==> config.mk <==
export PLATFORM = sky130hd
export DESIGN_NAME = gicm_ctrl
export DESIGN_NICKNAME = d
export VERILOG_FILES = /design/src/rtl/gicm_pkg.sv /design/src/rtl/gicm_ctrl.sv
export SDC_FILE = /design/constraint.sdc
export NUM_CORES = 1
export LEC_CHECK = 0
export ABC_CLOCK_PERIOD_IN_PS = 12350
export BUFFER_PORTS_ARGS = -buffer_cell sky130_fd_sc_hd__buf_2
export CELL_PAD_IN_SITES_DETAIL_PLACEMENT = 1
export CELL_PAD_IN_SITES_GLOBAL_PLACEMENT = 2
export CORE_ASPECT_RATIO = 0.5
export CORE_MARGIN = 2
export CORE_UTILIZATION = 30
export CTS_CLUSTER_DIAMETER = 200
export DETAILED_ROUTE_END_ITERATION = 10
export GPL_ROUTABILITY_DRIVEN = 0
export PLACE_DENSITY_LB_ADDON = 0.25
export SETUP_SLACK_MARGIN = 0.02
export SLEW_MARGIN = 40
export SYNTH_ARGS = -nofsm -noshare
export SYNTH_HDL_FRONTEND = slang
export SYNTH_SLANG_ARGS = --single-unit
==> constraint.sdc <==
create_clock -name clk -period 12.35 [get_ports clk]
set_input_delay 1.8525 -clock clk [delete_from_list [all_inputs] [get_ports clk]]
set_output_delay 1.8525 -clock clk [all_outputs]
set_load 0.01 [all_outputs]
==> src/rtl/gicm_pkg.sv <==
package gicm_pkg;

  localparam int MAX_REGIONS_DEF = 8;
  localparam int ENTRY_SLOTS_DEF = 256;

  localparam int CFG_AW = 2;
  localparam int CFG_DW = 32;
  localparam int ACTIVE_W = 4;

  localparam logic [CFG_AW-1:0] REG_ACTIVE_REGIONS = '0;

  localparam logic [15:0] NO_CODE = 16'hFFFF;

  typedef enum logic [1:0] {
    KIND_HDR_WR = 2'd0,
    KIND_SLOT_WR = 2'd1,
    KIND_LOOKUP = 2'd2,
    KIND_NONE = 2'd3
  } kind_t;

  typedef enum logic [1:0] {
    METHOD_DIRECT = 2'd0,
    METHOD_TABLE = 2'd1,
    METHOD_SCAN = 2'd2,
    METHOD_NONE = 2'd3
  } method_t;

  typedef enum logic [1:0] {
    ST_IDLE,
    ST_HDR,
    ST_SCAN
  } state_t;

  typedef struct packed {
    logic [15:0] first_code;
    logic [15:0] last_code;
    logic [1:0] mode;
    logic [15:0] index_offset;
    logic [7:0] slot_base;
    logic [8:0] slot_count;
  } hdr_t;

  typedef struct packed {
    logic [15:0] glyph;
    logic [15:0] code;
  } slot_t;

endpackage

==> src/rtl/gicm_ctrl.sv <==
module gicm_ctrl #(
  parameter int MAX_REGIONS = gicm_pkg::MAX_REGIONS_DEF,
  parameter int ENTRY_SLOTS = gicm_pkg::ENTRY_SLOTS_DEF,
  parameter int RGN_AW = 3,
  parameter int SLOT_AW = 8
) (
  input  logic                            clk,
  input  logic                            rst_n,
  input  logic                            start,
  output logic                            busy,
  input  logic [1:0]                      in_kind,
  input  logic [2:0]                      in_region,
  input  logic [15:0]                     in_code_begin,
  input  logic [15:0]                     in_code_end,
  input  logic [1:0]                      in_method,
  input  logic [15:0]                     in_direct_offset,
  input  logic [7:0]                      in_entry_base,
  input  logic [8:0]                      in_entry_count,
  input  logic [7:0]                      in_entry_slot,
  input  logic [15:0]                     in_entry_code,
  input  logic [15:0]                     in_glyph_index,
  input  logic [gicm_pkg::ACTIVE_W-1:0]   active_regions,
  output logic                            hdr_we,
  output logic [RGN_AW-1:0]               hdr_waddr,
  output gicm_pkg::hdr_t                  hdr_wdata,
  output logic                            hdr_re,
  output logic [RGN_AW-1:0]               hdr_raddr,
  input  gicm_pkg::hdr_t                  hdr_rdata,
  output logic                            slot_we,
  output logic [SLOT_AW-1:0]              slot_waddr,
  output gicm_pkg::slot_t                 slot_wdata,
  output logic                            slot_re,
  output logic [SLOT_AW-1:0]              slot_raddr,
  input  gicm_pkg::slot_t                 slot_rdata,
  output logic                            out_valid,
  output logic [15:0]                     out_code_point,
  output logic                            out_found
);

  localparam int CNT_W = $clog2(MAX_REGIONS + 1);

  gicm_pkg::state_t state_r, state_nxt;
  logic [CNT_W-1:0] rgn_r, rgn_nxt;
  logic [CNT_W-1:0] n_r, n_nxt;
  logic [15:0] glyph_r, glyph_nxt;
  logic [8:0] p_r, p_nxt;
  logic cmp_valid_r, cmp_valid_nxt;
  logic [8:0] cmp_p_r, cmp_p_nxt;
  logic out_valid_r, out_valid_nxt;
  logic [15:0] out_code_r, out_code_nxt;
  logic out_found_r, out_found_nxt;

  logic [CNT_W-1:0] n_clamp;
  logic [CNT_W-1:0] rgn_inc;
  logic last_rgn;
  logic [17:0] direct_lim;
  logic direct_hit;
  logic [15:0] direct_code;
  logic [8:0] p_issue;
  logic [9:0] scan_sum;
  logic scan_in_range;
  logic slot_match;
  logic [15:0] slot_code;

  always_comb begin
    if ({{(32-gicm_pkg::ACTIVE_W){1'b0}}, active_regions} > MAX_REGIONS) begin
      n_clamp = CNT_W'(MAX_REGIONS);
    end else begin
      n_clamp = CNT_W'(active_regions);
    end
  end

  assign rgn_inc = rgn_r + CNT_W'(1);
  assign last_rgn = (rgn_inc == n_r);

  // The upper end of a direct region is signed, so an inverted range never matches.
  assign direct_lim = {2'b00, hdr_rdata.last_code} - {2'b00, hdr_rdata.first_code}
                    + {2'b00, hdr_rdata.index_offset};
  assign direct_hit = (glyph_r >= hdr_rdata.index_offset)
                    && !($signed({2'b00, glyph_r}) > $signed(direct_lim));
  assign direct_code = hdr_rdata.first_code + glyph_r - hdr_rdata.index_offset;

  assign p_issue = (state_r == gicm_pkg::ST_HDR) ? 9'd0 : p_r;
  assign scan_sum = {2'b00, hdr_rdata.slot_base} + {1'b0, p_issue};
  assign scan_in_range = ({22'b0, scan_sum} < ENTRY_SLOTS);

  assign slot_match = cmp_valid_r && (slot_rdata.glyph == glyph_r);
  assign slot_code = (hdr_rdata.mode == gicm_pkg::METHOD_TABLE)
                   ? hdr_rdata.first_code + {7'b0, cmp_p_r}
                   : slot_rdata.code;

  assign hdr_waddr = RGN_AW'(in_region);
  assign hdr_wdata = '{first_code: in_code_begin, last_code: in_code_end, mode: in_method,
                       index_offset: in_direct_offset, slot_base: in_entry_base,
                       slot_count: in_entry_count};
  assign slot_waddr = SLOT_AW'(in_entry_slot);
  assign slot_wdata = '{glyph: in_glyph_index, code: in_entry_code};
  assign slot_raddr = SLOT_AW'(scan_sum);

  always_ff @(posedge clk) begin
    if (!rst_n) begin
      state_r <= gicm_pkg::ST_IDLE;
      out_valid_r <= 1'b0;
      cmp_valid_r <= 1'b0;
    end else begin
      state_r <= state_nxt;
      out_valid_r <= out_valid_nxt;
      cmp_valid_r <= cmp_valid_nxt;
    end
  end

  always_ff @(posedge clk) begin
    rgn_r <= rgn_nxt;
    n_r <= n_nxt;
    glyph_r <= glyph_nxt;
    p_r <= p_nxt;
    cmp_p_r <= cmp_p_nxt;
    out_code_r <= out_code_nxt;
    out_found_r <= out_found_nxt;
  end

  always_comb begin
    state_nxt = state_r;
    rgn_nxt = rgn_r;
    n_nxt = n_r;
    glyph_nxt = glyph_r;
    p_nxt = p_r;
    cmp_valid_nxt = 1'b0;
    cmp_p_nxt = cmp_p_r;
    out_valid_nxt = 1'b0;
    out_code_nxt = out_code_r;
    out_found_nxt = out_found_r;
    hdr_we = 1'b0;
    hdr_re = 1'b0;
    hdr_raddr = RGN_AW'(rgn_inc);
    slot_we = 1'b0;
    slot_re = 1'b0;

    case (state_r)
      gicm_pkg::ST_IDLE: begin
        if (start) begin
          case (gicm_pkg::kind_t'(in_kind))
            gicm_pkg::KIND_HDR_WR: begin
              hdr_we = ({29'b0, in_region} < MAX_REGIONS);
            end
            gicm_pkg::KIND_SLOT_WR: begin
              slot_we = ({24'b0, in_entry_slot} < ENTRY_SLOTS);
            end
            gicm_pkg::KIND_LOOKUP: begin
              glyph_nxt = in_glyph_index;
              rgn_nxt = '0;
              n_nxt = n_clamp;
              if (n_clamp == '0) begin
                out_valid_nxt = 1'b1;
                out_code_nxt = gicm_pkg::NO_CODE;
                out_found_nxt = 1'b0;
              end else begin
                hdr_re = 1'b1;
                hdr_raddr = '0;
                state_nxt = gicm_pkg::ST_HDR;
              end
            end
            default: begin
            end
          endcase
        end
      end

      gicm_pkg::ST_HDR: begin
        if (hdr_rdata.mode == gicm_pkg::METHOD_DIRECT && direct_hit
            && direct_code != gicm_pkg::NO_CODE) begin
          out_valid_nxt = 1'b1;
          out_code_nxt = direct_code;
          out_found_nxt = 1'b1;
          state_nxt = gicm_pkg::ST_IDLE;
        end else if ((hdr_rdata.mode == gicm_pkg::METHOD_TABLE
                      || hdr_rdata.mode == gicm_pkg::METHOD_SCAN)
                     && hdr_rdata.slot_count != 9'd0) begin
          slot_re = scan_in_range;
          cmp_valid_nxt = scan_in_range;
          cmp_p_nxt = 9'd0;
          p_nxt = 9'd1;
          state_nxt = gicm_pkg::ST_SCAN;
        end else if (last_rgn) begin
          out_valid_nxt = 1'b1;
          out_code_nxt = gicm_pkg::NO_CODE;
          out_found_nxt = 1'b0;
          state_nxt = gicm_pkg::ST_IDLE;
        end else begin
          rgn_nxt = rgn_inc;
          hdr_re = 1'b1;
        end
      end

      gicm_pkg::ST_SCAN: begin
        // Each cycle checks the slot read in the cycle before and issues the next one.
        // A match whose code is the no-code value ends this region only.
        if (slot_match && slot_code != gicm_pkg::NO_CODE) begin
          out_valid_nxt = 1'b1;
          out_code_nxt = slot_code;
          out_found_nxt = 1'b1;
          state_nxt = gicm_pkg::ST_IDLE;
        end else if (slot_match || p_r == hdr_rdata.slot_count) begin
          if (last_rgn) begin
            out_valid_nxt = 1'b1;
            out_code_nxt = gicm_pkg::NO_CODE;
            out_found_nxt = 1'b0;
            state_nxt = gicm_pkg::ST_IDLE;
          end else begin
            rgn_nxt = rgn_inc;
            hdr_re = 1'b1;
            state_nxt = gicm_pkg::ST_HDR;
          end
        end else begin
          slot_re = scan_in_range;
          cmp_valid_nxt = scan_in_range;
          cmp_p_nxt = p_r;
          p_nxt = p_r + 9'd1;
        end
      end

      default: begin
        state_nxt = gicm_pkg::ST_IDLE;
      end
    endcase
  end

  assign busy = (state_r != gicm_pkg::ST_IDLE);
  assign out_valid = out_valid_r;
  assign out_code_point = out_code_r;
  assign out_found = out_found_r;

endmodule

==> impl_results.md, run 1 <==
- Outcome: completed
- Die Y: 126.1 µm
- Routed vias: 7640
- Hold path start: state_r[1]
- Vias per inst: 5.066
- Post-synth EDFFs: 59
- Synth Area per Inst: 8.504 µm²
- Crit share post-route: 74.95%
- Total track usage: 20.68%
- Critical R2R Launch: glyph_r[1]
- DR iter-0 viols: 526
- Antenna violations before repair: 0
- Startpoint types: input pin
- Peak VDD IR: 0.07060 mV
- Placeable core area: 29180 µm²
- First-pass DRT Iterations: 4
- TritonCTS buffer count: 9
- Crit path DAT: 7.40 ns
- CTS tree: built
- Sw frac: 43.84%
- Part of the power in registers: 22.4%
- Logic pwr share: 57.2%
- PnR Total Power: 1.519 mW
- Lkg Pwr: 4.426 nW
- Final TNS setup: 0 ns
- HPWL Detailed: 27.51 mm
- Num Clock Sinks: 63
- Setup bufs post-CTS: 0
- Unrepaired setup endpoints after global routing: false
- Vias in the first global route: 8244
- CP Launch Point: hdr_rdata[52]
- Largest net degree at the start of global routing: 32
- Max-slew headroom: 44.88%
- Most common cell after layout, fill and taps aside: buf_2
- Most frequent cells in the layout: 173 x buf_2, 122 x inv_1, 107 x ha_1
- First-pass GRT wire length: 48.39 mm
- Clk_lat worst skew: 0.35 ns
- Antenna diodes: 0
- Syn. warnings: 0
- ANT nets after route: 0
- Final Critical Period: 9.256 ns
- #FFs+latches synth: 63
- Cell taking the most area after synthesis: edfxtp_1
- Internal Power: 0.8532 mW
- Top cells by area, synth: edfxtp_1 20%, ha_1 15%, buf_4 9.2%
- Top-level I/O count: 362
- Crit. End Element: output pin
- Max clock buf depth: 2
- Htree depth: 3
- Clock group share of total power: 20.4%
- Final wirelength: 32.52 mm
- GR Overflow Total: 0
- Post-CTS sizing: 0
- Ys flop type: edfxtp_1
- Switching power: 0.6661 mW
- Final nets: 1456
- Worst EP required: 10.50 ns
- Final setup fails: 0
- Wirelength per Cell: 21.56 µm
- Layout Skew: 0.008345 ns
- Mapped Cells: 1052
- Area share of the largest cell type after synthesis: 19.80%
- Slew Limit Fails: 0
- Worst slew pin tran: 0.8240 ns
- Share of layout cells above drive strength 1: 20.41%
- # rows: 44
- PD cells: 155.4 nW/µm²
- CP max-delay cell: a211oi_2
- Die span in x: 248.2 µm
- Ys async rst share: 0%
- Syn nets: 1396
- Critical path class: input pin to output pin
- Worst Path Max Fanout: 9
- I/O Buffers: 173
- Synth unique cells: 79
- Seq/Total Area, Yosys: 20.70%
- Die outline area: 31300 µm²
- Fmax: 108.0 MHz
- Initial cell density of the core: 30.66%
- Hold Crit Class: flip-flop to flip-flop
- Hold Violations, Final: 0
- Post-Syn Area: 8946 µm²
- Slowest Stage Delay on Critical Path: 0.44 ns
- Register clock-pin slew on the reported worst setup and hold paths: 0.06 ns
- Area Overhead vs Synth: 9.287%
- Root buf cell: clkbuf_16
- # hold bufs at CTS: 0
- Max-cap viol count: 0
- DR DRC count: 0
==> logic make-up (layout without fill, tap and decap cells) <==
group	after synthesis	after routing	share of synthesized area, %
buffers and inverters	252	317	15.55
flip-flops	63	63	20.70
XOR/XNOR	88	88	8.615
adder cells (fa/ha/maj)	126	126	19.22
AO/OA/AOI/OAI	265	265	20.76
AND/OR/NAND/NOR	250	250	14.21
multiplexers	8	8	0.9510
==> power groups by stage <==
stage	Clock [mW]	Combinational, mW	Sequential [mW]
after floorplan	0	0.652	0.327
after global placement	0	0.850	0.346
after detailed placement	0	0.869	0.346
after CTS	0.318	0.875	0.342
after global routing	0.323	0.974	0.346
final	0.310	0.869	0.340
==> sequential cells by signal, summed over array words and instances, names as in the netlist, 2 cells and up <==
name            count
n_r                 4
rgn_r               4
glyph_r            16
cmp_p_r             9
p_r                 9
out_code_point     16
state_r             2
==> critical path, delay by kind of cell <==
family | cells | cell delay (ns)
adders and majority gates | 3 | 0.93
AOI/OAI and AO/OA | 16 | 3.24
buffers and inverters | 3 | 0.43
xor gates and xnor gates | 1 | 0.20
and+or+nand+nor | 7 | 0.73
==> final timing paths <==
kind | end | slack [ns] | depth (start not counted)
max reg2reg | p_r[7] | 6.78 | 15
min | state_r[1] | 0.51 | 2
max | slot_re | 3.09 | 30
min reg2reg | state_r[1] | 0.51 | 2
==> synth_stat cells, drive strengths merged (10+ instances only) <==
master	number
a211oi	15
xor2	37
nor2b	27
a21o	24
nand3	13
edfxtp	59
o21a	12
clkbuf	15
inv	122
o221ai	14
a21oi	71
nand2	46
fa	19
o21ai	45
ha	107
a31oi	22
buf	115
nor2	78
or3	10
xnor2	51
nor3	16
==> area by class of cell <==
type                            count  area (µm²)
Sequential cell                    63        1852
Tap cell                          391       489.2
Fill cell                        3483       19400
Inverter                          122       457.9
Clock buffer                       11       242.7
Clock inverter                      5       103.9
Multi-Input combinational cell    737        5720
Timing Repair Buffer              179       910.9
==> through the flow <==
step | util (%) | hold slack, ns | area, µm² | instances | setup slack [ns]
after global routing | 33.51 | 0.5483 | 9777 | 1508 | 2.407
after global placement | 32.29 | 0.4943 | 9422 | 1492 | 3.213
final | 33.51 | 0.5080 | 9777 | 1508 | 3.094
after CTS | 33.51 | 0.5182 | 9777 | 1508 | 3.069
after detailed placement | 32.32 | 0.5120 | 9430 | 1492 | 3.069
after floorplan | - | 0.4688 | 8946 | 1052 | 4.322
==> layer usage <==
metal  share of wire [%]  up-vias  track usage [%]  routed length (µm)
met5                   0        -           0.3096                   0
met4                 4.3        0            9.139                1390
met3                 6.0       83            4.689                1946
met2                  47      190            34.61               15360
met1                  43     3658            25.41               13820
li1                    -     3709                -                   -
(Power assumes the default switching activity.)
==> inputs of run 2 (changes only) <==
- ABC_CLOCK_PERIOD_IN_PS: 12350 -> 7500
- CORE_UTILIZATION: 30 -> 25
- clock period: 12.35 -> 7.5 ns (I/O delays scaled with it)
==> run 2 against run 1 <==
- final cell count increased by 6.6%
- die area rose by 20%
- clock skew grew 0.0067 ns
- count of clock-buffer cells in the layout down 2
- hold slack gained 0.0083 ns
- critical path depth up 2
- largest cell class unchanged
- largest power group unchanged
==> impl_results.md, run 2 (same netlist as run 1, synthesis figures left out) <==
- Num Clock Sinks: 63 (unchanged)
- Final wirelength: 32.27 mm (-0.77%)
- Crit share post-route: 94.57%
- Place WS: 0.1014 ns (-2.968 ns)
- Initial cell density of the core: 25.68% (-5.0 points)
- Vias per inst: 4.721 (-6.8%)
- Hold Crit Class: flip-flop to flip-flop
- PD cells: 249.6 nW/µm² (+61%)
- Worst slew pin tran: 0.7333 ns (-0.09077 ns)
- Crit. End Element: output pin
- Total track usage: 17.19% (-3.5 points)
- Antenna diodes: 0 (unchanged)
- Worst Path Max Fanout: 4 (-5)
- Slowest Stage Delay on Critical Path: 0.31 ns (-0.13 ns)
- Slew Limit Fails: 0 (unchanged)
- Die Y: 137.8 µm (+9.2%)
- Hold Violations, Final: 0 (unchanged)
- Routed vias: 7592 (-0.63%)
- Clk_lat worst skew: 0.35 ns (about the same)
- Layout Skew: 0.01503 ns (+0.006689 ns)
- Area Overhead vs Synth: 12.13%
- Most common cell after layout, fill and taps aside: buf_2
- Max clock buf depth: 2 (unchanged)
- Most frequent cells in the layout: 172 x buf_2, 121 x inv_1, 107 x ha_1
- # rows: 48 (+9.1%)
- Peak VDD IR: 0.1132 mV (+60%)
- Fmax: 141.0 MHz
- Crit path DAT: 5.97 ns (-1.43 ns)
- Antenna violations before repair: 1 (+1)
- Critical path class: input pin to output pin
- I/O Buffers: 173 (unchanged)
- Largest net degree at the start of global routing: 32 (unchanged)
- Final TNS setup: 0 ns (unchanged)
- Placed cell area: 9644 µm² (+2.3%)
- Wirelength per Cell: 20.07 µm (-6.9%)
- Top-level I/O count: 362 (unchanged)
- Crit-path leading delay family: compound AO/OA/AOI/OAI gates
- Htree depth: 3 (unchanged)
- PnR Total Power: 2.504 mW (+65%)
- Lkg Pwr: 4.500 nW (+1.7%)
- Final setup fails: 0 (unchanged)
- TritonCTS buffer count: 9 (unchanged)
- Unrepaired setup endpoints after global routing: false
- First-pass GRT wire length: 48.27 mm (-0.26%)
- Die span in x: 271.5 µm (+9.4%)
- Max-cap viol count: 0 (unchanged)
- Design Area, Final: 10030 µm² (+2.6%)
- ANT nets after route: 0 (unchanged)
- CTS tree: built
- CP max-delay cell: ha_1
- Placeable core area: 34830 µm² (+19%)
- DR DRC count: 0 (unchanged)
- HPWL Detailed: 27.86 mm (+1.3%)
- GR Overflow Total: 0 (unchanged)
- Root buf cell: clkbuf_16
- Max-slew headroom: 50.67% (+5.8 points)
- Final nets: 1472 (+1.1%)
- Most used cell, CP: ha_1
- Final worst slack: 0.4074 ns (-2.687 ns)
- Register clock-pin slew on the reported worst setup and hold paths: 0.06 ns (about the same)
- First-pass DRT Iterations: 4 (unchanged)
- Outcome: completed
- DR iter-0 viols: 300 (-43%)
- Die outline area: 37410 µm² (+20%)
- Share of layout cells above drive strength 1: 22.42% (+2.0 points)
- Worst EP required: 6.38 ns (-4.12 ns)
- Vias in the first global route: 8246 (+0.024%)
- Final Critical Period: 7.093 ns
- CP bufs+invs: 4 (+1)
- Startpoint types: input pin
run 2: metrics by stage:
step                      util [%]  hold slack (ns)  instances
after floorplan                  -           0.4688       1052
after global routing         28.80           0.5549       1608
after global placement       27.69           0.4934       1590
after CTS                    28.61           0.5306       1606
final                        28.80           0.5163       1608
after detailed placement     27.69           0.5187       1590
run 2: power by group:
part | switching [mW] | internal, mW
Clock | 0.183 | 0.292
Sequential | 0.0721 | 0.489
Combinational | 0.857 | 0.611
run 2: final cells by class:
| type | instances | area, µm² |
|---|---|---|
| fillers | 4177 | 24800 |
| multi-input cells | 737 | 5761 |
| flip-flops and latches | 63 | 1852 |
| repair buffers | 195 | 1046 |
| well taps | 475 | 594.3 |
| inverters | 122 | 457.9 |
| clock buffers | 9 | 225.2 |
| clock inverters | 7 | 95.09 |
run 2: worst min-delay path, stage by stage, from the launching register on:
cell and delay (ns):
dfxtp_1 0.34, nand2_1 0.06, mux2i_1 0.06
run 2: final timing paths:
path,to,startpoint,slack [ns],depth (start not counted)
setup / recovery,hdr_re,hdr_rdata[52],0.41,32
hold / removal,state_r[0],state_r[0],0.52,2
setup reg to reg,p_r[3],glyph_r[1],2.45,16
hold reg to reg,state_r[0],state_r[0],0.52,2
run 2: per-layer routing:
layer	vias up	GRT usage, %	share of wire [%]
met2	166	31.36	50
met3	77	3.451	4.4
li1	3752	-	-
met4	0	6.746	3.2
met5	-	0	0
met1	3597	19.95	42
run 2: repair_timing:
| action | CTS | global route |
|---|---|---|
| setup endpoints to repair | 0 | 2 |
| gates resized for setup | 0 | 17 |
| hold buffers | 0 | 0 |
| buffers inserted | 0 | 2 |
