File: src/rtl/gicm_ram.sv
module gicm_ram #(
  parameter int DEPTH = 8,
  parameter int AW = 3,
  parameter int DW = 32
) (
  input  logic          clk,
  input  logic          we,
  input  logic [AW-1:0] waddr,
  input  logic [DW-1:0] wdata,
  input  logic          re,
  input  logic [AW-1:0] raddr,
  output logic [DW-1:0] rdata
);

  logic [DW-1:0] mem [DEPTH];
  logic [DW-1:0] rdata_r;

  always_ff @(posedge clk) begin
    if (we) begin
      mem[waddr] <= wdata;
    end
  end

  // Read data holds until the next read is issued.
  always_ff @(posedge clk) begin
    if (re) begin
      rdata_r <= mem[raddr];
    end
  end

  assign rdata = rdata_r;

endmodule

File: config.mk
export PLATFORM = sky130hd
export DESIGN_NAME = gicm_ram
export DESIGN_NICKNAME = d
export VERILOG_FILES = /design/src/rtl/gicm_ram.sv
export SDC_FILE = /design/constraint.sdc
export NUM_CORES = 1
export LEC_CHECK = 0
export BUFFER_PORTS_ARGS = -buffer_cell sky130_fd_sc_hd__clkbuf_2
export CAP_MARGIN = 20
export CORE_ASPECT_RATIO = 1.75
export CORE_UTILIZATION = 30
export DETAILED_ROUTE_END_ITERATION = 7
export SLEW_MARGIN = 20
export SYNTH_ARGS = -nofsm -noshare
export SYNTH_HDL_FRONTEND = slang
export SYNTH_SLANG_ARGS = --single-unit
File: constraint.sdc
create_clock -name clk -period 3.6 [get_ports clk]
set_input_delay 0.18 -clock clk [delete_from_list [all_inputs] [get_ports clk]]
set_output_delay 0.18 -clock clk [all_outputs]
set_load 0.05 [all_outputs]
==> results of run 1 <==
-- power breakdown --
group / internal, W / total, W / switching (W)
logic: 0.000186 / 0.000472 / 0.000287
clock network: 0.00139 / 0.00249 / 0.00110
registers: 0.00383 / 0.00386 / 0.0000326
-- cells by family (layout without fill, tap and decap cells) --
kind of cell,after synthesis,in the layout,synth area share
simple gates,13,13,0.005452
other cells,0,1,0
mux,96,96,0.1810
flops,288,288,0.8018
buf+inv,18,157,0.01183
-- cell usage in the layout, fill, tap and decap left out --
master / n
dlygate4sd3_1: 32
mux4_2: 24
nand2b_1: 3
buf_2: 1
mux4_1: 40
clkbuf_1: 5
bufinv_16: 3
buf_16: 1
clkbuf_16: 23
buf_12: 1
clkbuf_2: 70
clkinv_2: 3
nor2_4: 6
nor3_2: 2
buf_4: 12
edfxtp_1: 288
clkinv_1: 5
clkinv_4: 1
mux2_2: 32
diode_2: 1
nand2_1: 2
-- cell type report --
type / instances / area [um^2] / area share
Antenna cell: 1 / 2.502 / 0.0001949
Tap cell: 465 / 581.8 / 0.04532
Clock inverter: 12 / 132.6 / 0.01033
Timing Repair Buffer: 117 / 813.3 / 0.06335
Multi-Input combinational cell: 109 / 2066 / 0.1609
Clock buffer: 28 / 594.3 / 0.04629
Sequential cell: 288 / 8648 / 0.6736
-- metrics by stage --
stage	hold slack (ps)	worst slack [ps]	instance area [um^2]	total power (W)	cells
detailed placement	457.6	1383	11760	0.004386	946
finish	247.2	1951	12840	0.006821	1020
floorplan	278.9	573.1	10790	0.004222	415
global placement	440.2	1444	11760	0.004360	946
CTS	378.6	1921	12810	0.006887	1018
global route	285.6	1849	12840	0.007019	1020
-- worst paths after layout --
| path | start | to | cells after the start |
|---|---|---|---|
| max | raddr[0] | rdata[23] | 4 |
| min | re | rdata[28] | 1 |
| max reg2reg | mem[1][10] | rdata[10] | 2 |
| min reg2reg | mem[7][25] | rdata[25] | 2 |
-- routing by layer --
layer,share of wire,vias to the layer above
li1,-,2060
met1,0.39,2484
met2,0.55,69
met3,0.030,28
met4,0.026,0
met5,0,-
-- flip-flops by register name, indices dropped and copies added (netlist names) --
name,flops
mem,256
rdata,32
==> impl_metrics.prom, run 1 <==
# TYPE chip_impl_metric gauge
chip_impl_metric{name="boundaryPins",unit=""} 73
chip_impl_metric{name="seq_area_frac_synth",unit=""} 0.8018
chip_impl_info{name="clock_tree.root_cell",value="clkbuf_16"} 1
chip_impl_metric{name="met3_usage",unit=""} 0.01495
chip_impl_metric{name="coreArea",unit="mm^2"} 0.03530
chip_impl_info{name="cp-end-kind",value="flop"} 1
chip_impl_metric{name="worst_ep_required_time",unit="ps"} 3870
chip_impl_metric{name="cts-buffers-inserted",unit=""} 23
chip_impl_info{name="setup_repair_after_global_routing_missed_its_margin",value="false"} 1
chip_impl_metric{name="synthCells",unit=""} 415
chip_impl_metric{name="maxSlewViolCount",unit=""} 0
chip_impl_info{name="yosysMostFrequentCell",value="edfxtp_1"} 1
chip_impl_metric{name="crit_arrival",unit="ps"} 1920
chip_impl_info{name="crit_chain",value="buf_4 > buf_12 > mux4_1 > mux2_2"} 1
chip_impl_metric{name="overflow",unit=""} 0
chip_impl_metric{name="clock_latency_of_the_later_clocked_register_in_the_worst_skew_pair",unit="ps"} 520
chip_impl_metric{name="drive_above_1_share",unit=""} 0.3231
chip_impl_metric{name="layout-area-overhead-vs-synth",unit="%"} 19.02
chip_impl_metric{name="grt_pass1_wl",unit="um"} 31150
chip_impl_metric{name="dieArea",unit="mm^2"} 0.03675
chip_impl_metric{name="path_clk_slew",unit="ps"} 70
chip_impl_metric{name="grt_max_degree",unit=""} 65
chip_impl_info{name="crit_slowest_cell",value="mux4_1"} 1
chip_impl_metric{name="placement.io_buffers",unit=""} 72
chip_impl_metric{name="number_of_enable_flip_flop_cells_after_synthesis",unit=""} 288
chip_impl_metric{name="finalWeightedCongestion",unit=""} 0.6944
chip_impl_metric{name="cts_h_tree_lvls",unit=""} 1
chip_impl_metric{name="post_cts.repair.setup_buffers",unit=""} 0
chip_impl_metric{name="hpwl",unit="um"} 11930
chip_impl_metric{name="worst_path_bufs_invs",unit=""} 2
chip_impl_metric{name="timing.reg2reg.setup_slack",unit="ps"} 2160
chip_impl_metric{name="final_net_count",unit=""} 580
chip_impl_metric{name="die_x",unit="um"} 145.3
chip_impl_metric{name="detailedRoute.firstPassIterationCount",unit=""} 4
chip_impl_info{name="synth_commonest_cells",value="edfxtp_1 (288), mux4_1 (40), mux2_2 (32), mux4_2 (24), buf_6 (7)"} 1
chip_impl_info{name="crit_family",value="multiplexers"} 1
chip_impl_metric{name="critPathMaxStageDelay",unit="ps"} 610
chip_impl_metric{name="count_of_state_elements_after_synthesis",unit=""} 288
chip_impl_metric{name="powerDensity",unit="mW/mm^2"} 531.3
chip_impl_metric{name="finalCriticalPeriod",unit="ps"} 1649
chip_impl_metric{name="post-route-util",unit=""} 0.3637
chip_impl_metric{name="synth.avg_cell_area",unit="um^2"} 25.99
chip_impl_metric{name="p_leak",unit="nW"} 4.231
chip_impl_metric{name="via_count",unit=""} 4641
chip_impl_metric{name="first_global_vias",unit=""} 5186
chip_impl_metric{name="detail-route-antenna-nets",unit=""} 0
chip_impl_info{name="cts_tree",value="built"} 1
chip_impl_info{name="globalRoute.busiestLayer",value="met2"} 1
chip_impl_metric{name="max-cap-violations",unit=""} 0
chip_impl_metric{name="setup-violations-final",unit=""} 0
chip_impl_metric{name="syn_area",unit="mm^2"} 0.01079
chip_impl_metric{name="cts.hold.buffers_added",unit=""} 32
chip_impl_metric{name="start_util",unit=""} 0.3056
chip_impl_info{name="setup.worst_path.class",value="input port to flop"} 1
chip_impl_metric{name="synth.distinct_cells",unit=""} 12
chip_impl_metric{name="largest_fanout_of_any_net_on_the_critical_path",unit=""} 33
chip_impl_metric{name="fp-row-count",unit=""} 91
chip_impl_metric{name="ctsResizeCount",unit=""} 0
chip_impl_metric{name="drc",unit=""} 0
chip_impl_metric{name="asyncSetResetFlopFracSynth",unit=""} 0
chip_impl_metric{name="die_y_extent",unit="um"} 252.8
chip_impl_info{name="critPathLaunchType",value="input port"} 1
chip_impl_metric{name="rel_slew_slack",unit=""} 0.3835
chip_impl_info{name="synth_top_flop_cell",value="edfxtp_1"} 1
chip_impl_metric{name="grt_util_met2",unit=""} 0.2216
chip_impl_metric{name="max_freq",unit="MHz"} 606.6
chip_impl_metric{name="slew_at_the_pin_closest_to_its_max_slew_limit",unit="ps"} 924.8
chip_impl_info{name="run_status",value="finished clean"} 1
chip_impl_metric{name="viasPerCell",unit=""} 4.550
chip_impl_metric{name="synthesis.nets",unit=""} 456
chip_impl_metric{name="cts_sinks",unit=""} 288
chip_impl_metric{name="cts_buffer_depth",unit=""} 3
chip_impl_metric{name="post-synth-top-area-fraction",unit=""} 0.8018
chip_impl_metric{name="hold_viol_final",unit=""} 0
chip_impl_metric{name="power.ir.vdd_worst",unit="mV"} 0.2650
chip_impl_metric{name="wirelength",unit="um"} 20850
chip_impl_metric{name="number_of_warnings_reported_in_the_yosys_synthesis_log",unit=""} 0
chip_impl_metric{name="average_routed_wire_per_standard_cell",unit="um"} 20.44
chip_impl_info{name="synth_top_cells_by_area",value="edfxtp_1 (80%), mux4_1 (9.7%), mux4_2 (5.0%)"} 1
chip_impl_metric{name="fin_setup_tns",unit="ps"} 0
chip_impl_metric{name="final_min_period_over_clock_period",unit=""} 0.4580
chip_impl_metric{name="iteration_0_drc_markers",unit=""} 274
chip_impl_info{name="hold_class",value="input port to flop"} 1
chip_impl_metric{name="globalRouteMet1Util",unit=""} 0.1270
chip_impl_metric{name="antenna_found_initial",unit=""} 1
chip_impl_info{name="post-synth-top-area-cell",value="edfxtp_1"} 1
chip_impl_metric{name="fillerInstances",unit=""} 3259
chip_impl_metric{name="timing.clock.skew",unit="ps"} 10.25
chip_impl_metric{name="globalRouteTotalUtil",unit=""} 0.1155
No activity file was read; power rests on OpenSTA's default activity.
==> run 2: changes to the inputs <==
==> constraint.sdc (replaced) <==
create_clock -name clk -period 1.6 [get_ports clk]
set_input_delay 0.08 -clock clk [delete_from_list [all_inputs] [get_ports clk]]
set_output_delay 0.08 -clock clk [all_outputs]
set_load 0.05 [all_outputs]
==> run 2 against run 1 <==
Effect of this change: sequential power increased by 130%; clock skew increased by 1.7 ps; highest routed layer unchanged; critical path depth is 2 lower; global-route usage is 0.35 points higher; final cell count is essentially flat; via count rose by 1.3%.
==> impl_metrics.prom, run 2 (synthesized netlist as in run 1, its figures left out) <==
# TYPE chip_impl_metric gauge
chip_impl_metric{name="largest_reg_flops",unit=""} 256
chip_impl_metric{name="placedInstanceArea",unit="mm^2"} 0.01197
chip_impl_metric{name="wirelength",unit="um"} 21430
chip_impl_info{name="layout_common_cells",value="edfxtp_1 (288), clkbuf_2 (70), mux4_1 (40), dlygate4sd3_1 (33), mux2_2 (32)"} 1
chip_impl_metric{name="grt_pass1_wl",unit="um"} 31840
chip_impl_metric{name="final_min_period_over_clock_period",unit=""} 0.9159
chip_impl_metric{name="die_x",unit="um"} 145.3
chip_impl_info{name="cp-end-kind",value="flop"} 1
chip_impl_metric{name="hold_viol_final",unit=""} 0
chip_impl_info{name="critPathLaunchType",value="flop"} 1
chip_impl_metric{name="path_clk_slew",unit="ps"} 70
chip_impl_metric{name="maxSlewViolCount",unit=""} 0
chip_impl_metric{name="average_routed_wire_per_standard_cell",unit="um"} 20.99
chip_impl_metric{name="dieArea",unit="mm^2"} 0.03675
chip_impl_metric{name="via_count",unit=""} 4703
chip_impl_metric{name="final.hold.worst_slack",unit="ps"} 144.4
chip_impl_metric{name="drc",unit=""} 0
chip_impl_metric{name="ctsResizeCount",unit=""} 0
chip_impl_metric{name="p_leak",unit="nW"} 4.288
chip_impl_info{name="hold_class",value="input port to flop"} 1
chip_impl_metric{name="finalCriticalPeriod",unit="ps"} 1466
chip_impl_info{name="setup_repair_after_global_routing_missed_its_margin",value="false"} 1
chip_impl_metric{name="hpwl",unit="um"} 11780
chip_impl_metric{name="cts.hold.buffers_added",unit=""} 33
chip_impl_metric{name="max-cap-violations",unit=""} 0
chip_impl_metric{name="critPathMaxStageDelay",unit="ps"} 530
chip_impl_metric{name="layout-area-overhead-vs-synth",unit="%"} 20.47
chip_impl_metric{name="seqCellArea",unit="mm^2"} 0.008648
chip_impl_metric{name="max_freq",unit="MHz"} 682.4
chip_impl_metric{name="iteration_0_drc_markers",unit=""} 355
chip_impl_metric{name="worst_ep_required_time",unit="ps"} 1860
chip_impl_metric{name="viasPerCell",unit=""} 4.606
chip_impl_metric{name="num_antenna_cells",unit=""} 0
chip_impl_info{name="crit_slowest_cell",value="mux4_1"} 1
chip_impl_metric{name="finalWeightedCongestion",unit=""} 0.6550
chip_impl_metric{name="slew_at_the_pin_closest_to_its_max_slew_limit",unit="ps"} 417.9
chip_impl_metric{name="worst_path_bufs_invs",unit=""} 0
chip_impl_metric{name="powerDensity",unit="mW/mm^2"} 1169
chip_impl_info{name="most_common_cell_after_layout_fill_and_taps_aside",value="edfxtp_1"} 1
chip_impl_metric{name="postLayoutCellArea",unit="mm^2"} 0.01300
chip_impl_metric{name="cts_h_tree_lvls",unit=""} 1
chip_impl_info{name="run_status",value="finished clean"} 1
chip_impl_metric{name="antenna_found_initial",unit=""} 0
chip_impl_metric{name="crit_arrival",unit="ps"} 1720
chip_impl_info{name="crit_chain",value="mux4_1 > mux2_2"} 1
chip_impl_info{name="top_register",value="mem"} 1
chip_impl_metric{name="start_util",unit=""} 0.3056
chip_impl_metric{name="cts_sinks",unit=""} 288
chip_impl_metric{name="placement.io_buffers",unit=""} 72
chip_impl_metric{name="detailedRoute.firstPassIterationCount",unit=""} 4
chip_impl_metric{name="overflow",unit=""} 0
chip_impl_metric{name="timing.clock.skew",unit="ps"} 11.92
chip_impl_metric{name="multiInputGateArea",unit="mm^2"} 0.002078
chip_impl_info{name="setup.worst_path.class",value="flop to flop"} 1
chip_impl_metric{name="clock_latency_of_the_later_clocked_register_in_the_worst_skew_pair",unit="ps"} 520
chip_impl_metric{name="power.ir.vdd_worst",unit="mV"} 0.5939
chip_impl_metric{name="largest_fanout_of_any_net_on_the_critical_path",unit=""} 1
chip_impl_metric{name="first_global_vias",unit=""} 5240
chip_impl_metric{name="coreArea",unit="mm^2"} 0.03530
chip_impl_metric{name="cts-buffers-inserted",unit=""} 22
chip_impl_metric{name="detail-route-antenna-nets",unit=""} 0
chip_impl_metric{name="post_cts.repair.setup_buffers",unit=""} 0
chip_impl_metric{name="rel_slew_slack",unit=""} 0.7214
chip_impl_metric{name="drive_above_1_share",unit=""} 0.3327
chip_impl_info{name="cts_tree",value="built"} 1
chip_impl_metric{name="grt_max_degree",unit=""} 35
chip_impl_metric{name="boundaryPins",unit=""} 73
chip_impl_metric{name="final_net_count",unit=""} 583
chip_impl_metric{name="cts_buffer_depth",unit=""} 3
chip_impl_metric{name="fp-row-count",unit=""} 91
chip_impl_metric{name="fillerInstances",unit=""} 3243
chip_impl_metric{name="die_y_extent",unit="um"} 252.8
chip_impl_metric{name="setup-violations-final",unit=""} 0
chip_impl_metric{name="fin_setup_tns",unit="ps"} 0
chip_impl_info{name="crit_family",value="multiplexers"} 1
chip_impl_info{name="clock_tree.root_cell",value="clkbuf_16"} 1
chip_impl_metric{name="timing.reg2reg.setup_slack",unit="ps"} 130
chip_impl_metric{name="globalRouteTotalUtil",unit=""} 0.1190
==> run 2: changes by cell type in the layout (fill, tap and decap cells not counted) <==
cell           delta
bufinv_16         -1
clkinv_1          -2
clkinv_4          -1
dlygate4sd3_1     +1
buf_4             -9
nor3_4            +2
clkinv_2          +4
inv_6             +1
diode_2           -1
nor3_2            -2
clkbuf_1          -3
buf_12           +13
buf_16            -1
==> run 2: area by class of cell <==
type / count / share of cell area
flip-flops and latches: 288 / 0.6655
multi-input cells: 109 / 0.1599
repair buffers: 121 / 0.07606
clock buffers: 25 / 0.04487
well taps: 465 / 0.04477
clock inverters: 13 / 0.008858
==> run 2: final timing paths <==
kind,start,to,depth (start not counted)
worst min-delay path,raddr[2],rdata[18],3
worst max-delay path,mem[4][26],rdata[26],2
worst max register to register,mem[4][26],rdata[26],2
worst min register to register,mem[7][12],rdata[12],2
==> run 2: power breakdown <==
group          total (W)  switching [W]  internal, W
clock            0.00540        0.00245      0.00295
combinational    0.00111       0.000658     0.000449
sequential       0.00869      0.0000761      0.00861
total             0.0152        0.00319       0.0120
==> run 2: metal layers <==
metal  part of all wire  track usage  up-vias
li1                   -            -     2069
met1               0.39       0.1328     2523
met2               0.56       0.2298       89
met3              0.028      0.01333       22
met4              0.020      0.04511        0
met5                  0            0        -
==> run 2: through the flow <==
step | setup WS, ps | total power [W] | instances | util
after floorplan | -469.7 | 0.009499 | 415 | -
after CTS | 147.4 | 0.01539 | 1021 | 0.3682
after global routing | 107.6 | 0.01571 | 1021 | 0.3682
final | 134.5 | 0.01520 | 1021 | 0.3682
after detailed placement | 9.141 | 0.009919 | 950 | 0.3390
after global placement | 38.47 | 0.009857 | 950 | 0.3390
==> run 2: worst reg2reg max path, stage by stage, from the launching register on <==
cell and delay [ps]:
edfxtp_1 420, mux4_1 530, mux2_2 270
==> run 3: changes to the inputs <==
--- a/config.mk
+++ b/config.mk
@@ -5,11 +5,11 @@
 export SDC_FILE = /design/constraint.sdc
 export NUM_CORES = 1
 export LEC_CHECK = 0
-export BUFFER_PORTS_ARGS = -buffer_cell sky130_fd_sc_hd__clkbuf_2
-export CAP_MARGIN = 20
+export BUFFER_PORTS_ARGS = -buffer_cell sky130_fd_sc_hd__buf_2
 export CORE_ASPECT_RATIO = 1.75
 export CORE_UTILIZATION = 30
 export DETAILED_ROUTE_END_ITERATION = 7
+export HOLD_SLACK_MARGIN = 0.03
 export SLEW_MARGIN = 20
 export SYNTH_ARGS = -nofsm -noshare
 export SYNTH_HDL_FRONTEND = slang
==> run 3 against run 2 <==
Effect of this change: register-to-register slack improved by 40 ps; non-clock buffer count increased by 3; utilization rose by 0.13 points; largest cell class unchanged.
==> impl_metrics.prom, run 3 (synthesized netlist as in run 1, its figures left out) <==
# TYPE chip_impl_metric gauge
chip_impl_info{name="run_status",value="finished clean"} 1
chip_impl_metric{name="coreArea",unit="mm^2"} 0.03530
chip_impl_metric{name="grt_max_degree",unit=""} 35
chip_impl_metric{name="drive_above_1_share",unit=""} 0.3339
chip_impl_metric{name="first_global_vias",unit=""} 5264
chip_impl_metric{name="drc",unit=""} 0
chip_impl_metric{name="worst_ep_required_time",unit="ps"} 1860
chip_impl_metric{name="p_leak",unit="nW"} 4.296
chip_impl_metric{name="wirelength",unit="um"} 21060
chip_impl_metric{name="final_cell_count_no_fill",unit=""} 1025
chip_impl_metric{name="slew_at_the_pin_closest_to_its_max_slew_limit",unit="ps"} 431.2
chip_impl_metric{name="cts-buffers-inserted",unit=""} 23
chip_impl_info{name="layout_common_cells",value="edfxtp_1 (288), buf_2 (71), mux4_1 (40), dlygate4sd3_1 (33), mux2_2 (32)"} 1
chip_impl_metric{name="final_net_count",unit=""} 587
chip_impl_metric{name="num_antenna_cells",unit=""} 0
chip_impl_metric{name="fp-row-count",unit=""} 91
chip_impl_metric{name="detailedRoute.firstPassIterationCount",unit=""} 4
chip_impl_metric{name="fin_setup_tns",unit="ps"} 0
chip_impl_metric{name="power.share.switching",unit=""} 0.2087
chip_impl_metric{name="detail-route-antenna-nets",unit=""} 0
chip_impl_metric{name="timing.clock.skew",unit="ps"} 9.133
chip_impl_metric{name="dieArea",unit="mm^2"} 0.03675
chip_impl_metric{name="die_x",unit="um"} 145.3
chip_impl_metric{name="worstSetupPathDepth",unit=""} 2
chip_impl_metric{name="cts_buffer_depth",unit=""} 3
chip_impl_info{name="cp-end-kind",value="flop"} 1
chip_impl_metric{name="hpwl",unit="um"} 12130
chip_impl_metric{name="grt_pass1_wl",unit="um"} 31510
chip_impl_metric{name="cts_sinks",unit=""} 288
chip_impl_metric{name="power_frac_seq",unit=""} 0.565
chip_impl_metric{name="via_count",unit=""} 4667
chip_impl_metric{name="crit_arrival",unit="ps"} 1690
chip_impl_info{name="hold_path.startpoint",value="raddr[2]"} 1
chip_impl_metric{name="critPathMaxStageDelay",unit="ps"} 510
chip_impl_metric{name="cts_h_tree_lvls",unit=""} 1
chip_impl_info{name="clock_tree.root_cell",value="clkbuf_16"} 1
chip_impl_metric{name="placement.io_buffers",unit=""} 72
chip_impl_metric{name="power_switching",unit="W"} 0.003211
chip_impl_metric{name="worst_path_bufs_invs",unit=""} 0
chip_impl_metric{name="boundaryPins",unit=""} 73
chip_impl_info{name="hold_class",value="input port to flop"} 1
chip_impl_metric{name="finalCriticalPeriod",unit="ps"} 1422
chip_impl_info{name="crit_slowest_cell",value="mux4_1"} 1
chip_impl_metric{name="whs_path_depth",unit=""} 3
chip_impl_metric{name="max-cap-violations",unit=""} 0
chip_impl_metric{name="final.hold.worst_slack",unit="ps"} 125.8
chip_impl_metric{name="start_util",unit=""} 0.3056
chip_impl_metric{name="hold_viol_final",unit=""} 0
chip_impl_metric{name="die_y_extent",unit="um"} 252.8
chip_impl_metric{name="viasPerCell",unit=""} 4.553
chip_impl_info{name="setup_repair_after_global_routing_missed_its_margin",value="false"} 1
chip_impl_info{name="worst_r2r_startpoint",value="mem[0][31]"} 1
chip_impl_metric{name="globalRouteTotalUtil",unit=""} 0.1169
chip_impl_metric{name="dp_cell_count",unit=""} 953
chip_impl_metric{name="largest_fanout_of_any_net_on_the_critical_path",unit=""} 1
chip_impl_metric{name="rel_slew_slack",unit=""} 0.7126
chip_impl_metric{name="cellInternalPower",unit="W"} 0.01218
chip_impl_metric{name="largest_reg_flops",unit=""} 256
chip_impl_info{name="most_common_cell_after_layout_fill_and_taps_aside",value="edfxtp_1"} 1
chip_impl_metric{name="path_clk_slew",unit="ps"} 70
chip_impl_info{name="top_register",value="mem"} 1
chip_impl_info{name="cts_tree",value="built"} 1
chip_impl_metric{name="max_freq",unit="MHz"} 703.1
chip_impl_metric{name="clock_power_share",unit=""} 0.363
chip_impl_metric{name="clock_latency_of_the_later_clocked_register_in_the_worst_skew_pair",unit="ps"} 510
chip_impl_metric{name="setup-violations-final",unit=""} 0
chip_impl_metric{name="maxSlewViolCount",unit=""} 0
chip_impl_metric{name="layout-area-overhead-vs-synth",unit="%"} 20.90
chip_impl_metric{name="rr_worst_depth",unit=""} 2
chip_impl_metric{name="power.ir.vdd_worst",unit="mV"} 0.5920
chip_impl_metric{name="timing.reg2reg.setup_slack",unit="ps"} 180
chip_impl_metric{name="overflow",unit=""} 0
chip_impl_info{name="critPathLaunchType",value="flop"} 1
chip_impl_metric{name="antenna_found_initial",unit=""} 0
chip_impl_metric{name="average_routed_wire_per_standard_cell",unit="um"} 20.54
chip_impl_info{name="crit_chain",value="mux4_1 > mux2_2"} 1
chip_impl_metric{name="post-route-util",unit=""} 0.3695
chip_impl_metric{name="finalWeightedCongestion",unit=""} 0.6651
chip_impl_metric{name="power.combinational.fraction",unit=""} 0.072
chip_impl_info{name="crit_path_start",value="mem[0][31]"} 1
chip_impl_metric{name="powerDensity",unit="mW/mm^2"} 1180
chip_impl_metric{name="final_min_period_over_clock_period",unit=""} 0.8889
chip_impl_info{name="crit_family",value="multiplexers"} 1
chip_impl_info{name="setup.worst_path.class",value="flop to flop"} 1
chip_impl_metric{name="iteration_0_drc_markers",unit=""} 337
-- run 3: worst register-to-register path, stage by stage (launching register included) --
cell and delay [ps]:
edfxtp_1 380, mux4_1 510, mux2_2 280
-- run 3: power by group through the flow --
stage	clock [W]	sequential (W)	combinational [W]
final	0.00559	0.00869	0.00111
after global routing	0.00597	0.00871	0.00118
after floorplan	0	0.00907	0.000433
after CTS	0.00571	0.00869	0.00113
after detailed placement	0	0.00886	0.00106
after global placement	0	0.00884	0.00102
-- run 3: repair_timing --
item,in CTS,in global routing
endpoints found under the hold margin,261,0
buffers inserted,0,0
hold buffers,33,0
resized for setup,0,0
-- run 3: per-layer routing --
layer	vias up	part of all wire	track usage
met5	-	0	0
met4	0	0.029	0.05113
met3	38	0.030	0.01459
met2	89	0.56	0.2254
met1	2469	0.39	0.1270
li1	2071	-	-
-- run 3: final cells by class --
| cell class | instances | area [um^2] |
|---|---|---|
| Multi-Input combinational cell | 109 | 2078 |
| Tap cell | 465 | 581.8 |
| Clock buffer | 25 | 583.1 |
| Fill cell | 3224 | 22260 |
| Timing Repair Buffer | 124 | 1011 |
| Clock inverter | 14 | 138.9 |
| Sequential cell | 288 | 8648 |
-- run 3: path summary, 6_finish.rpt --
check / end
worst max-delay path: rdata[31]
worst min-delay path: rdata[18]
worst max register to register: rdata[31]
worst min register to register: rdata[28]
-- run 3: stage by stage --
step | setup slack [ps] | power [W] | area, um^2
after CTS | 156.5 | 0.01553 | 13040
after global routing | 137.7 | 0.01585 | 13040
after global placement | 19.96 | 0.009861 | 11990
after floorplan | -469.7 | 0.009499 | 10810
after detailed placement | 3.903 | 0.009921 | 11990
final | 177.8 | 0.01539 | 13040
